`config.mk`:
```
export PLATFORM = sky130hd
export DESIGN_NAME = json_structural_writer_top
export DESIGN_NICKNAME = d
export VERILOG_FILES = /design/src/hw/rtl/jsw_pkg.sv /design/src/hw/rtl/json_structural_writer_top.sv /design/src/hw/rtl/jsw_bcd.sv /design/src/hw/rtl/jsw_check.sv
export SDC_FILE = /design/constraint.sdc
export NUM_CORES = 1
export LEC_CHECK = 0
export BUFFER_PORTS_ARGS = -buffer_cell sky130_fd_sc_hd__buf_2
export CAP_MARGIN = 5
export CORE_MARGIN = 2
export CORE_UTILIZATION = 30
export DETAILED_ROUTE_END_ITERATION = 10
export HOLD_SLACK_MARGIN = 0.02
export PLACE_DENSITY_LB_ADDON = 0.3
export SYNTH_ARGS = -nofsm -noshare
export SYNTH_HDL_FRONTEND = slang
export SYNTH_SLANG_ARGS = --single-unit
```
`constraint.sdc`:
```
create_clock -name clk_i -period 3.9 [get_ports clk_i]
set_clock_uncertainty 0.1 [all_clocks]
set_input_delay 0.39 -clock clk_i [delete_from_list [all_inputs] [get_ports clk_i]]
set_output_delay 0.39 -clock clk_i [all_outputs]
set_load 0.05 [all_outputs]
```
`src/hw/rtl/jsw_pkg.sv`:
```
`timescale 1ns / 1ps
// ----------------------------------------------------------------------------
// jsw_pkg
// Shared types, codes and character tables of the JSON structural writer.
// ----------------------------------------------------------------------------
package jsw_pkg;

  localparam int MASK_W     = 11;
  localparam int LVL_MAX_W  = 3;
  localparam int SP_W       = 5;
  localparam int INT_W      = 64;
  localparam int BCD_DIGITS = 20;
  localparam int BCD_W      = 4 * BCD_DIGITS;
  localparam int BIT_CNT_W  = 7;

  localparam logic [MASK_W-1:0] A_OBJ_BEGIN   = 11'h001;
  localparam logic [MASK_W-1:0] A_OBJ_END     = 11'h002;
  localparam logic [MASK_W-1:0] A_ARR_BEGIN   = 11'h004;
  localparam logic [MASK_W-1:0] A_ARR_END     = 11'h008;
  localparam logic [MASK_W-1:0] A_KEY         = 11'h010;
  localparam logic [MASK_W-1:0] A_STRING      = 11'h020;
  localparam logic [MASK_W-1:0] A_NUMBER      = 11'h040;
  localparam logic [MASK_W-1:0] A_BOOL        = 11'h080;
  localparam logic [MASK_W-1:0] A_NULL        = 11'h100;
  localparam logic [MASK_W-1:0] A_VALUES_ONLY = 11'h200;
  localparam logic [MASK_W-1:0] A_NEXT        = 11'h400;
  localparam logic [MASK_W-1:0] A_VALUE =
    A_OBJ_BEGIN | A_ARR_BEGIN | A_STRING | A_NUMBER | A_BOOL | A_NULL;
  localparam logic [MASK_W-1:0] A_CONT_OBJ = A_NEXT | A_KEY | A_OBJ_END;
  localparam logic [MASK_W-1:0] A_CONT_ARR = A_NEXT | A_VALUES_ONLY | A_VALUE | A_ARR_END;

  localparam logic [7:0] CH_COMMA  = 8'h2C;
  localparam logic [7:0] CH_CR     = 8'h0D;
  localparam logic [7:0] CH_SPACE  = 8'h20;
  localparam logic [7:0] CH_QUOTE  = 8'h22;
  localparam logic [7:0] CH_BSLASH = 8'h5C;
  localparam logic [7:0] CH_COLON  = 8'h3A;
  localparam logic [7:0] CH_MINUS  = 8'h2D;
  localparam logic [7:0] CH_LBRACE = 8'h7B;
  localparam logic [7:0] CH_RBRACE = 8'h7D;
  localparam logic [7:0] CH_LBRACK = 8'h5B;
  localparam logic [7:0] CH_RBRACK = 8'h5D;

  localparam logic [1:0] LIT_TRUE  = 2'd0;
  localparam logic [1:0] LIT_FALSE = 2'd1;
  localparam logic [1:0] LIT_NULL  = 2'd2;

  typedef enum logic [3:0] {
    M_OBJ_BEGIN = 4'd0,
    M_OBJ_END   = 4'd1,
    M_ARR_BEGIN = 4'd2,
    M_ARR_END   = 4'd3,
    M_KEY       = 4'd4,
    M_STRING    = 4'd5,
    M_INT       = 4'd6,
    M_TRUE      = 4'd7,
    M_FALSE     = 4'd8,
    M_NULL      = 4'd9
  } mode_e;

  typedef enum logic [1:0] {
    STAT_OK          = 2'd0,
    STAT_NOT_ALLOWED = 2'd1,
    STAT_DEPTH       = 2'd2
  } status_e;

  typedef enum logic [1:0] {
    SQ_IDLE,
    SQ_CONV,
    SQ_EMIT,
    SQ_FLUSH
  } seq_e;

  typedef enum logic [3:0] {
    PH_COMMA,
    PH_CR,
    PH_SPACE,
    PH_OPEN,
    PH_TEXT,
    PH_ESC,
    PH_CLOSE,
    PH_COLON,
    PH_CSPACE,
    PH_SIGN,
    PH_DIGIT,
    PH_LIT,
    PH_END
  } phase_e;

  typedef struct packed {
    status_e         status;
    logic            comma;
    logic            cr;
    logic [SP_W-1:0] nspace;
    logic            open_en;
    logic [7:0]      open_byte;
    logic            text_en;
    logic            text_esc;
    logic [7:0]      text_char;
    logic            close;
    logic            colon;
    logic            cspace;
    logic            is_int;
    logic            lit_en;
    logic [1:0]      lit_sel;
  } plan_t;

  function automatic logic has_bits(input logic [MASK_W-1:0] m, input logic [MASK_W-1:0] b);
    return (m & b) == b;
  endfunction

  function automatic logic [7:0] esc_char(input logic [7:0] b);
    logic [7:0] e;
    case (b)
      8'h22:   e = 8'h22;
      8'h5C:   e = 8'h5C;
      8'h08:   e = 8'h62;
      8'h0C:   e = 8'h66;
      8'h0A:   e = 8'h6E;
      8'h0D:   e = 8'h72;
      8'h09:   e = 8'h74;
      default: e = 8'h00;
    endcase
    return e;
  endfunction

  function automatic logic [2:0] lit_len(input logic [1:0] sel);
    return (sel == LIT_FALSE) ? 3'd5 : 3'd4;
  endfunction

  function automatic logic [7:0] lit_char(input logic [1:0] sel, input logic [2:0] idx);
    logic [39:0] s;
    case (sel)
      LIT_TRUE:  s = {8'h00, 8'h65, 8'h75, 8'h72, 8'h74};
      LIT_FALSE: s = {8'h65, 8'h73, 8'h6C, 8'h61, 8'h66};
      LIT_NULL:  s = {8'h00, 8'h6C, 8'h6C, 8'h75, 8'h6E};
      default:   s = '0;
    endcase
    return s[idx*8 +: 8];
  endfunction

endpackage

```
`src/hw/rtl/json_structural_writer_top.sv`:
```
`timescale 1ns / 1ps
// ----------------------------------------------------------------------------
// json_structural_writer_top
// Streaming JSON writer with nesting and legality checks.
// ----------------------------------------------------------------------------
// One writing request enters on the s_axis channel (mode in tuser, end of key
// or string text in tlast). The block answers on m_axis with one result per
// JSON byte, tlast on the final one; a refused or byte-less request gives a
// single result with the byte flag low and the status code in tuser.
// Indentation width is written on the cfg channel while the block is idle.
// A request is taken only when the sequencer is idle. It is then loaded and
// converted (an integer goes through the shift and adjust unit), and the
// byte phases follow in order, the space phase once per indentation space,
// the digit phase once for each of the 20 digit slots of an integer and the
// literal phase once per literal character; a flush step then releases the
// final result. Each produced byte waits in a holding register so the final
// one can be marked.
// Emission halts while a result waits on a low m_axis_tready; nothing is lost.
// Reset clears the mask stack top to allow only an object or array, the
// level, the open-text flags and indentation to zero.
// ----------------------------------------------------------------------------
module json_structural_writer_top import jsw_pkg::*; #(
  parameter int MAX_DEPTH = 8
) (
  input  logic        clk_i,
  input  logic        rst_ni,
  input  logic        s_axis_tvalid,
  output logic        s_axis_tready,
  input  logic [79:0] s_axis_tdata,   // text_byte, byte_present, first_of_text, int_value
  input  logic [3:0]  s_axis_tuser,   // mode
  input  logic        s_axis_tlast,
  output logic        m_axis_tvalid,
  input  logic        m_axis_tready,
  output logic [7:0]  m_axis_tdata,   // out_byte
  output logic [2:0]  m_axis_tuser,   // out_valid, status
  output logic        m_axis_tlast,
  input  logic        cfg_valid_i,
  output logic        cfg_ready_o,
  input  logic [2:0]  cfg_data_i
);

  seq_e             sq_q, sq_d;
  phase_e           ph_q, ph_d;
  plan_t            plan, plan_q;
  logic [2:0]       indent_q;
  logic [SP_W-1:0]  cnt_q;
  logic [4:0]       dig_q;
  logic [2:0]       lit_q;
  logic             started_q, neg_q;
  logic             hold_v_q, hold_v_d;
  logic [7:0]       hold_b_q, hold_b_d;
  logic             mv_q, mv_d, ov_q, ov_d, ol_q, ol_d;
  logic [7:0]       ob_q, ob_d;
  logic [1:0]       os_q, os_d;
  logic             s_fire, out_free, step, gen_v, adv, dshift;
  logic [7:0]       gen_b;
  logic [INT_W-1:0] ival, mag;
  logic             bcd_done;
  logic [3:0]       digit;

  assign s_fire   = s_axis_tvalid && s_axis_tready;
  assign out_free = !mv_q || m_axis_tready;
  assign step     = (sq_q == SQ_EMIT) && out_free;
  assign ival     = s_axis_tdata[73:10];
  assign mag      = ival[INT_W-1] ? (~ival + INT_W'(1)) : ival;

  jsw_check #(.MAX_DEPTH(MAX_DEPTH)) u_check (
    .clk_i           (clk_i),
    .rst_ni          (rst_ni),
    .accept_i        (s_fire),
    .mode_i          (s_axis_tuser),
    .text_byte_i     (s_axis_tdata[7:0]),
    .byte_present_i  (s_axis_tdata[8]),
    .first_of_text_i (s_axis_tdata[9]),
    .last_of_text_i  (s_axis_tlast),
    .indent_i        (indent_q),
    .plan_o          (plan)
  );

  jsw_bcd u_bcd (
    .clk_i   (clk_i),
    .rst_ni  (rst_ni),
    .start_i (s_fire && plan.is_int),
    .bin_i   (mag),
    .shift_i (dshift),
    .done_o  (bcd_done),
    .digit_o (digit)
  );

  always_comb begin
    sq_d = sq_q;
    ph_d = ph_q;
    case (sq_q)
      SQ_IDLE: begin
        if (s_fire) begin
          sq_d = SQ_CONV;
          ph_d = PH_COMMA;
        end
      end
      SQ_CONV: begin
        if (bcd_done) sq_d = SQ_EMIT;
      end
      SQ_EMIT: begin
        if (step) begin
          if (ph_q == PH_END) begin
            sq_d = SQ_FLUSH;
          end else if (adv) begin
            ph_d = phase_e'(ph_q + 4'd1);
          end
        end
      end
      SQ_FLUSH: begin
        if (out_free) sq_d = SQ_IDLE;
      end
      default: sq_d = SQ_IDLE;
    endcase
  end

  always_comb begin
    gen_v  = 1'b0;
    gen_b  = 8'h00;
    adv    = 1'b1;
    dshift = 1'b0;
    case (ph_q)
      PH_COMMA: begin gen_v = plan_q.comma;  gen_b = CH_COMMA; end
      PH_CR:    begin gen_v = plan_q.cr;     gen_b = CH_CR;    end
      PH_SPACE: begin
        gen_v = (cnt_q != '0);
        gen_b = CH_SPACE;
        adv   = (cnt_q == '0);
      end
      PH_OPEN:  begin gen_v = plan_q.open_en; gen_b = plan_q.open_byte; end
      PH_TEXT: begin
        gen_v = plan_q.text_en;
        gen_b = plan_q.text_esc ? CH_BSLASH : plan_q.text_char;
      end
      PH_ESC:    begin gen_v = plan_q.text_en && plan_q.text_esc; gen_b = plan_q.text_char; end
      PH_CLOSE:  begin gen_v = plan_q.close;  gen_b = CH_QUOTE; end
      PH_COLON:  begin gen_v = plan_q.colon;  gen_b = CH_COLON; end
      PH_CSPACE: begin gen_v = plan_q.cspace; gen_b = CH_SPACE; end
      PH_SIGN:   begin gen_v = plan_q.is_int && neg_q; gen_b = CH_MINUS; end
      PH_DIGIT: begin
        if (plan_q.is_int) begin
          gen_v  = started_q || (digit != 4'h0) || (dig_q == 5'(BCD_DIGITS - 1));
          gen_b  = {4'h3, digit};
          adv    = (dig_q == 5'(BCD_DIGITS - 1));
          dshift = step;
        end
      end
      PH_LIT: begin
        if (plan_q.lit_en) begin
          gen_v = 1'b1;
          gen_b = lit_char(plan_q.lit_sel, lit_q);
          adv   = (lit_q == lit_len(plan_q.lit_sel) - 3'd1);
        end
      end
      default: adv = 1'b1;
    endcase
  end

  always_comb begin
    mv_d     = mv_q && !m_axis_tready;
    ob_d     = ob_q;
    ov_d     = ov_q;
    os_d     = os_q;
    ol_d     = ol_q;
    hold_v_d = hold_v_q;
    hold_b_d = hold_b_q;
    if (step && gen_v) begin
      hold_v_d = 1'b1;
      hold_b_d = gen_b;
      if (hold_v_q) begin
        mv_d = 1'b1;
        ob_d = hold_b_q;
        ov_d = 1'b1;
        os_d = STAT_OK;
        ol_d = 1'b0;
      end
    end else if (sq_q == SQ_FLUSH && out_free) begin
      mv_d     = 1'b1;
      hold_v_d = 1'b0;
      ol_d     = 1'b1;
      if (hold_v_q) begin
        ob_d = hold_b_q;
        ov_d = 1'b1;
        os_d = STAT_OK;
      end else begin
        ob_d = 8'h00;
        ov_d = 1'b0;
        os_d = plan_q.status;
      end
    end
  end

  always_ff @(posedge clk_i or negedge rst_ni) begin
    if (!rst_ni) begin
      sq_q      <= SQ_IDLE;
      ph_q      <= PH_COMMA;
      indent_q  <= '0;
      hold_v_q  <= 1'b0;
      mv_q      <= 1'b0;
      cnt_q     <= '0;
      dig_q     <= '0;
      lit_q     <= '0;
      started_q <= 1'b0;
    end else begin
      sq_q     <= sq_d;
      ph_q     <= ph_d;
      hold_v_q <= hold_v_d;
      mv_q     <= mv_d;
      if (cfg_valid_i && cfg_ready_o) indent_q <= cfg_data_i;
      if (s_fire) begin
        cnt_q     <= plan.nspace;
        dig_q     <= '0;
        lit_q     <= '0;
        started_q <= 1'b0;
      end else if (step) begin
        if (ph_q == PH_SPACE && cnt_q != '0) cnt_q <= cnt_q - SP_W'(1);
        if (dshift) begin
          dig_q     <= dig_q + 5'd1;
          started_q <= started_q || (digit != 4'h0);
        end
        if (ph_q == PH_LIT && plan_q.lit_en) lit_q <= lit_q + 3'd1;
      end
    end
  end

  always_ff @(posedge clk_i) begin
    if (s_fire) begin
      plan_q <= plan;
      neg_q  <= ival[INT_W-1];
    end
    hold_b_q <= hold_b_d;
    ob_q     <= ob_d;
    ov_q     <= ov_d;
    os_q     <= os_d;
    ol_q     <= ol_d;
  end

  assign s_axis_tready = (sq_q == SQ_IDLE);
  assign cfg_ready_o   = (sq_q == SQ_IDLE);
  assign m_axis_tvalid = mv_q;
  assign m_axis_tdata  = ob_q;
  assign m_axis_tuser  = {os_q, ov_q};
  assign m_axis_tlast  = ol_q;

  // no request is taken while a byte of the previous one is still held back
  a_no_hold_on_accept : assert property (@(posedge clk_i) disable iff (!rst_ni)
    s_fire |-> !hold_v_q)
    else $error("request accepted with a held byte");

  // a result without a byte is always the final one of its request
  a_status_is_last : assert property (@(posedge clk_i) disable iff (!rst_ni)
    (m_axis_tvalid && !m_axis_tuser[0]) |-> (m_axis_tlast && m_axis_tdata == 8'h00))
    else $error("byte-less result not final");

  // conversion finishes into byte emission
  a_conv_to_emit : assert property (@(posedge clk_i) disable iff (!rst_ni)
    (sq_q == SQ_CONV && bcd_done) |=> (sq_q == SQ_EMIT))
    else $error("sequencer left conversion wrongly");

endmodule

```
`src/hw/rtl/jsw_bcd.sv`:
```
`timescale 1ns / 1ps
// ----------------------------------------------------------------------------
// jsw_bcd
// Iterative binary to decimal converter, one shift-and-adjust step a cycle,
// then hands out digits from the most significant end.
// ----------------------------------------------------------------------------
module jsw_bcd import jsw_pkg::*; (
  input  logic             clk_i,
  input  logic             rst_ni,
  input  logic             start_i,
  input  logic [INT_W-1:0] bin_i,
  input  logic             shift_i,
  output logic             done_o,
  output logic [3:0]       digit_o
);

  logic [BIT_CNT_W-1:0] cnt_q, cnt_d;
  logic [INT_W-1:0]     bin_q, bin_d;
  logic [BCD_W-1:0]     bcd_q, bcd_d;
  logic [BCD_W-1:0]     adj;

  always_comb begin
    for (int i = 0; i < BCD_DIGITS; i++) begin
      adj[i*4 +: 4] = (bcd_q[i*4 +: 4] >= 4'd5) ? bcd_q[i*4 +: 4] + 4'd3 : bcd_q[i*4 +: 4];
    end
  end

  always_comb begin
    cnt_d = cnt_q;
    bin_d = bin_q;
    bcd_d = bcd_q;
    if (start_i) begin
      cnt_d = BIT_CNT_W'(INT_W);
      bin_d = bin_i;
      bcd_d = '0;
    end else if (cnt_q != '0) begin
      cnt_d = cnt_q - BIT_CNT_W'(1);
      {bcd_d, bin_d} = {adj[BCD_W-2:0], bin_q, 1'b0};
    end else if (shift_i) begin
      bcd_d = {bcd_q[BCD_W-5:0], 4'h0};
    end
  end

  always_ff @(posedge clk_i or negedge rst_ni) begin
    if (!rst_ni) begin
      cnt_q <= '0;
    end else begin
      cnt_q <= cnt_d;
    end
  end

  always_ff @(posedge clk_i) begin
    bin_q <= bin_d;
    bcd_q <= bcd_d;
  end

  assign done_o  = (cnt_q == '0);
  assign digit_o = bcd_q[BCD_W-1 -: 4];

endmodule

```
`src/hw/rtl/jsw_check.sv`:
```
`timescale 1ns / 1ps
// ----------------------------------------------------------------------------
// jsw_check
// Nesting state and legality check: holds the accept mask stack, decides
// whether a request is allowed and builds the byte plan for the sequencer.
// ----------------------------------------------------------------------------
module jsw_check import jsw_pkg::*; #(
  parameter int MAX_DEPTH = 8
) (
  input  logic       clk_i,
  input  logic       rst_ni,
  input  logic       accept_i,
  input  logic [3:0] mode_i,
  input  logic [7:0] text_byte_i,
  input  logic       byte_present_i,
  input  logic       first_of_text_i,
  input  logic       last_of_text_i,
  input  logic [2:0] indent_i,
  output plan_t      plan_o
);

  localparam int LVL_W = (MAX_DEPTH > 1) ? $clog2(MAX_DEPTH) : 1;

  logic [MASK_W-1:0] stack_mem [MAX_DEPTH];
  logic [MASK_W-1:0] below_q;
  logic [MASK_W-1:0] top_q, top_d, saved;
  logic [LVL_W-1:0]  level_q, level_d, lb_lvl;
  logic              open_q, open_d, key_q, key_d;
  logic              push, use_text, key_now, lb_en;
  logic [2:0]        ind;
  logic [5:0]        prod;
  logic [7:0]        esc;
  plan_t             plan;

  assign ind   = (indent_i > 3'd4) ? 3'd4 : indent_i;
  assign saved = (top_q[9] ? top_q : ((top_q & ~A_VALUE) | A_KEY)) | A_NEXT;
  assign esc   = esc_char(text_byte_i);
  assign prod  = LVL_MAX_W'(lb_lvl) * ind;

  always_comb begin
    plan     = '0;
    plan.status = STAT_OK;
    top_d    = top_q;
    level_d  = level_q;
    open_d   = open_q;
    key_d    = key_q;
    push     = 1'b0;
    use_text = 1'b0;
    key_now  = key_q;
    lb_en    = 1'b0;
    lb_lvl   = level_q;
    if (open_q) begin
      if (mode_i != (key_q ? M_KEY : M_STRING)) begin
        plan.status = STAT_NOT_ALLOWED;
      end else begin
        use_text = 1'b1;
      end
    end else begin
      case (mode_e'(mode_i))
        M_OBJ_BEGIN, M_ARR_BEGIN: begin
          if (level_q >= LVL_W'(MAX_DEPTH - 1)) begin
            plan.status = STAT_DEPTH;
          end else if (!has_bits(top_q, (mode_i == M_OBJ_BEGIN) ? A_OBJ_BEGIN
                                                                 : A_ARR_BEGIN)) begin
            plan.status = STAT_NOT_ALLOWED;
          end else begin
            plan.comma = top_q[9] && top_q[10];
            lb_en      = top_q[9];
            push       = 1'b1;
            level_d    = level_q + LVL_W'(1);
            top_d      = (mode_i == M_OBJ_BEGIN) ? (A_OBJ_END | A_KEY)
                                                 : (A_ARR_END | A_VALUE | A_VALUES_ONLY);
            plan.open_en   = 1'b1;
            plan.open_byte = (mode_i == M_OBJ_BEGIN) ? CH_LBRACE : CH_LBRACK;
          end
        end
        M_OBJ_END, M_ARR_END: begin
          if (level_q == '0 || !has_bits(top_q, (mode_i == M_OBJ_END) ? A_OBJ_END
                                                                     : A_ARR_END)) begin
            plan.status = STAT_NOT_ALLOWED;
          end else begin
            level_d = level_q - LVL_W'(1);
            top_d   = below_q[9] ? A_CONT_ARR : A_CONT_OBJ;
            lb_en   = 1'b1;
            lb_lvl  = level_q - LVL_W'(1);
            plan.open_en   = 1'b1;
            plan.open_byte = (mode_i == M_OBJ_END) ? CH_RBRACE : CH_RBRACK;
          end
        end
        M_KEY: begin
          if (!first_of_text_i || !has_bits(top_q, A_KEY)) begin
            plan.status = STAT_NOT_ALLOWED;
          end else begin
            plan.comma     = top_q[10];
            lb_en          = 1'b1;
            top_d          = A_VALUE;
            plan.open_en   = 1'b1;
            plan.open_byte = CH_QUOTE;
            open_d         = 1'b1;
            key_d          = 1'b1;
            use_text       = 1'b1;
            key_now        = 1'b1;
          end
        end
        M_STRING, M_INT, M_TRUE, M_FALSE, M_NULL: begin
          if ((mode_i == M_STRING && !first_of_text_i) || !has_bits(top_q, A_VALUE)) begin
            plan.status = STAT_NOT_ALLOWED;
          end else begin
            plan.comma = top_q[9] && top_q[10];
            lb_en      = top_q[9];
            top_d      = top_q[9] ? A_CONT_ARR : A_CONT_OBJ;
            case (mode_e'(mode_i))
              M_STRING: begin
                plan.open_en   = 1'b1;
                plan.open_byte = CH_QUOTE;
                open_d         = 1'b1;
                key_d          = 1'b0;
                use_text       = 1'b1;
                key_now        = 1'b0;
              end
              M_INT:   plan.is_int = 1'b1;
              M_TRUE:  begin plan.lit_en = 1'b1; plan.lit_sel = LIT_TRUE;  end
              M_FALSE: begin plan.lit_en = 1'b1; plan.lit_sel = LIT_FALSE; end
              default: begin plan.lit_en = 1'b1; plan.lit_sel = LIT_NULL;  end
            endcase
          end
        end
        default: plan.status = STAT_NOT_ALLOWED;
      endcase
    end
    if (lb_en && ind != 3'd0) begin
      plan.cr     = 1'b1;
      plan.nspace = prod[SP_W-1:0];
    end
    if (use_text) begin
      plan.text_en   = byte_present_i;
      plan.text_esc  = (esc != 8'h00);
      plan.text_char = (esc != 8'h00) ? esc : text_byte_i;
      if (last_of_text_i) begin
        plan.close  = 1'b1;
        plan.colon  = key_now;
        plan.cspace = key_now && (ind != 3'd0);
        open_d      = 1'b0;
      end
    end
  end

  always_ff @(posedge clk_i or negedge rst_ni) begin
    if (!rst_ni) begin
      top_q   <= A_OBJ_BEGIN | A_ARR_BEGIN;
      level_q <= '0;
      open_q  <= 1'b0;
      key_q   <= 1'b0;
    end else if (accept_i) begin
      top_q   <= top_d;
      level_q <= level_d;
      open_q  <= open_d;
      key_q   <= key_d;
    end
  end

  always_ff @(posedge clk_i) begin
    if (accept_i && push) begin
      stack_mem[level_q] <= saved;
    end
    below_q <= stack_mem[level_q - LVL_W'(1)];
  end

  assign plan_o = plan;

endmodule
```
==> results.cfg <==
[power_and_ir_drop]
p_int_uw = 7600
pwr-share-clk_pct = 22.4
ir_worst_vdd_uv = 370
total_power_uw = 12200
comb_power_share_pct = 38.6
seqPwrFrac_pct = 39.0
p_switching_uw = 4590
switching_share_pct = 37.6
p_per_area_nw_per_um2 = 718
p_leak_uw = 0.00686

[critical_path]
cp.arrival_ns = 3.82
path_cells = inv_1 -> ha_1 -> nor2b_1 -> or3_1 -> nor2_1 -> nor2_1 -> a21oi_1 -> nand3_1 -> fa_1 -> inv_1 -> ha_1 -> inv_1 -> fa_1 -> xor2_1 -> xnor2_1 -> a32o_1
slowest_stage = fa_1
cp-end-kind = flop
crit_family = adder cells
cpMostUsedCell = inv_1
cp-start-kind = flop
crit_path_max_incr_delay_ns = 0.46
cp.required_ns = 4.24
critPathMaxFanout = 4
path_class = flop to flop
critPathBufInv = 3

[route]
ant_nets = 0
drt-vias-per-instance = 5.13
first_pass_iters = 4
route.detailed.drc = 0
drt_iter0_drc = 693
wl_microns = 33600
wl_per_cell_microns = 14.7
via_count = 11704

[floorplan]
coreArea_sq_um = 47900
die_w_microns = 225
ios = 108
fp-row-count = 80
die_y_microns = 225
die_area_sq_um = 50600
start_util_pct = 30.5

[sta]
slew_headroom_pct = 32.9
worstMarginPinSlew_ns = 1.01
setup_viol = 0
grt_setup_unrepaired = false
hold_viol = 0
tns_ns = 0
period_needed_ns = 3.48
fmax_ghz = 0.287
period_share_pct = 89.3
maxSlewViolCount = 0

[synthesis]
ys_seq_elements = 242
synth-edff-count = 119
yosys_most_used_dff = edfxtp_1
synth.avg_cell_area_sq_um = 9.40
synth_fp_nets = 1721
synth_cell_types = 73
yosysWarnings = 0
ys_seq_area_share_pct = 42.7
async_flop_share_pct = 17.4
netlist_instances = 1558
synth_area_sq_um = 14600

[placement]
place_inst = 2221
hpwl_microns = 23000
place.gp.congestion = 0.819
port_buffers = 101

[clock_tree]
hold_buffers = 6
cts_tree = done
root_buffer = clkbuf_16
clk_pin_slew_ns = 0.06
cts_buffers = 28
cts_max_level = 1
clock_latency_ns = 0.55
cts.sinks = 242
cts_resized = 0
cts_max_path_buffers = 3
cts_setup_buffers = 0

[finish]
fillers = 4869
fin_nets = 1805
final_layout_size_suffix_gt1_share_pct = 13.1
area_growth_pct = 15.8
multi_input_area_sq_um = 7780
regArea_sq_um = 6250
fin_cells = 2280

[flow_run]
maxCapViolCount = 0

[grt]
grt_pass1_vias = 11467
grt_max_degree = 128
overflow = 0
antenna_found_initial = 1
grt_pass1_wl_microns = 57000
grt.total_usage_pct = 13.3

[worst_hold_path]
min_path_type = input pin to flop

[run_status]
status = completed
## power by group through the flow
stage | clock (uW) | combinational (uW) | sequential [uW]
2_1_floorplan | 0 | 3590 | 4710
3_3_place_gp | 0 | 4570 | 4770
3_5_place_dp | 0 | 4720 | 4800
4_1_cts | 2820 | 4750 | 4760
5_1_grt | 2910 | 5410 | 4920
6_report | 2720 | 4700 | 4760
## per-layer routing
metal  vias up  track usage, %  wire, microns
met5         -               0              0
met4         0            3.33            587
met3        39            2.11           1300
met2       170            22.9          15900
met1      5578            17.4          15900
li1       5917               -              -
## area by class of cell
class | count | share of cell area [%]
well taps | 615 | 4.54
flip-flops and latches | 242 | 36.8
clock buffers | 30 | 4.30
multi-input cells | 1149 | 45.8
inverters | 76 | 1.68
clock inverters | 22 | 1.34
repair buffers | 145 | 5.46
diodes | 1 | 0.0148
## placed cells by master (no fill, tap or decap), drive strengths merged, types with 26 or more instances in the layout
master	count
clkbuf	30
xnor2	34
buf	139
dfrtp	41
o21ai	139
a211oi	100
dfxtp	81
nor2	116
mux2i	59
nor3	45
xor2	67
nand2b	32
inv	76
ha	68
o31ai	26
nand2	113
edfxtp	119
a21oi	78
## synth_stat cells, types with 5 or more instances
cell type | count | share of area [%]
a211oi_1 | 100 | 5.1
a21oi_1 | 78 | 2.7
a22oi_1 | 8 | 0.41
a31oi_1 | 13 | 0.56
a32oi_1 | 19 | 1.1
and2_1 | 9 | 0.38
and3_1 | 10 | 0.43
buf_1 | 7 | 0.18
clkbuf_1 | 79 | 2.0
dfrtp_1 | 41 | 7.0
dfxtp_1 | 81 | 11
edfxtp_1 | 119 | 24
ha_1 | 68 | 5.8
inv_1 | 76 | 1.9
mux2_2 | 10 | 0.77
mux2i_1 | 59 | 4.0
nand2_1 | 113 | 2.9
nand2b_1 | 32 | 1.4
nand3_1 | 20 | 0.68
nand4_1 | 6 | 0.26
nor2_1 | 116 | 3.0
nor2b_1 | 21 | 0.90
nor3_1 | 45 | 1.5
nor3b_1 | 23 | 1.2
nor4_1 | 8 | 0.34
nor4b_1 | 6 | 0.36
o21a_1 | 5 | 0.26
o21ai_0 | 137 | 4.7
o22a_1 | 5 | 0.30
o31ai_1 | 26 | 1.3
o41ai_1 | 16 | 0.96
or2_2 | 9 | 0.38
or3_1 | 16 | 0.68
or4_1 | 11 | 0.56
xnor2_1 | 34 | 2.0
xor2_1 | 67 | 4.0
## registers in the layout, indices dropped and copies added, names as in the netlist, 5 cells and up
signal / count
plan_q: 26
u_check.stack_mem: 8
hold_b_q: 8
u_check.top_q: 5
u_bcd.cnt_q: 7
u_bcd.bcd_q: 80
cnt_q: 5
u_bcd.bin_q: 64
dig_q: 5
m_axis_tdata: 8
## metrics by stage
stage	hold slack, ns	setup slack [ns]	cell area, sq um	util [%]
floorplan	-0.00559	0.169	14600	-
global placement	0.397	0.179	15900	33.3
detailed placement	0.409	0.155	15900	33.3
CTS	0.0512	0.398	17000	35.4
global route	0.0748	0.138	17000	35.4
finish	0.0861	0.419	17000	35.4
## kinds of logic (layout without fill, tap and decap cells)
logic type	after synthesis	count (layout)	share of synthesized area (%)
AO/OA/AOI/OAI	447	447	19.9
XOR/XNOR	101	101	6.04
adder cells (fa/ha/maj)	70	70	6.08
buffers and inverters	167	273	4.44
flip-flops	242	242	42.7
multiplexers	71	71	5.11
other	1	2	0.0256
AND/OR/NAND/NOR	459	459	15.8
## final timing paths
kind,start,endpoint,slack (ns),depth (start not counted)
min in group asynchronous,rst_ni,indent_q[2]$_DFFE_PN0P_,0.47,2
max in group asynchronous,rst_ni,ph_q[2]$_DFFE_PN0P_,2.60,2
setup reg to reg,u_check.level_q[1]$_DFFE_PN0P_,cnt_q[4]$_DFFE_PN0P_,0.42,16
hold reg to reg,u_bcd.bin_q[28]$_DFFE_PP_,u_bcd.bin_q[29]$_DFFE_PP_,0.42,2
setup / recovery,u_check.level_q[1]$_DFFE_PN0P_,cnt_q[4]$_DFFE_PN0P_,0.42,16
hold / removal,s_axis_tdata[3],plan_q[10]$_SDFFCE_PN0P_,0.09,2
Power figures use the tool's default switching activity.
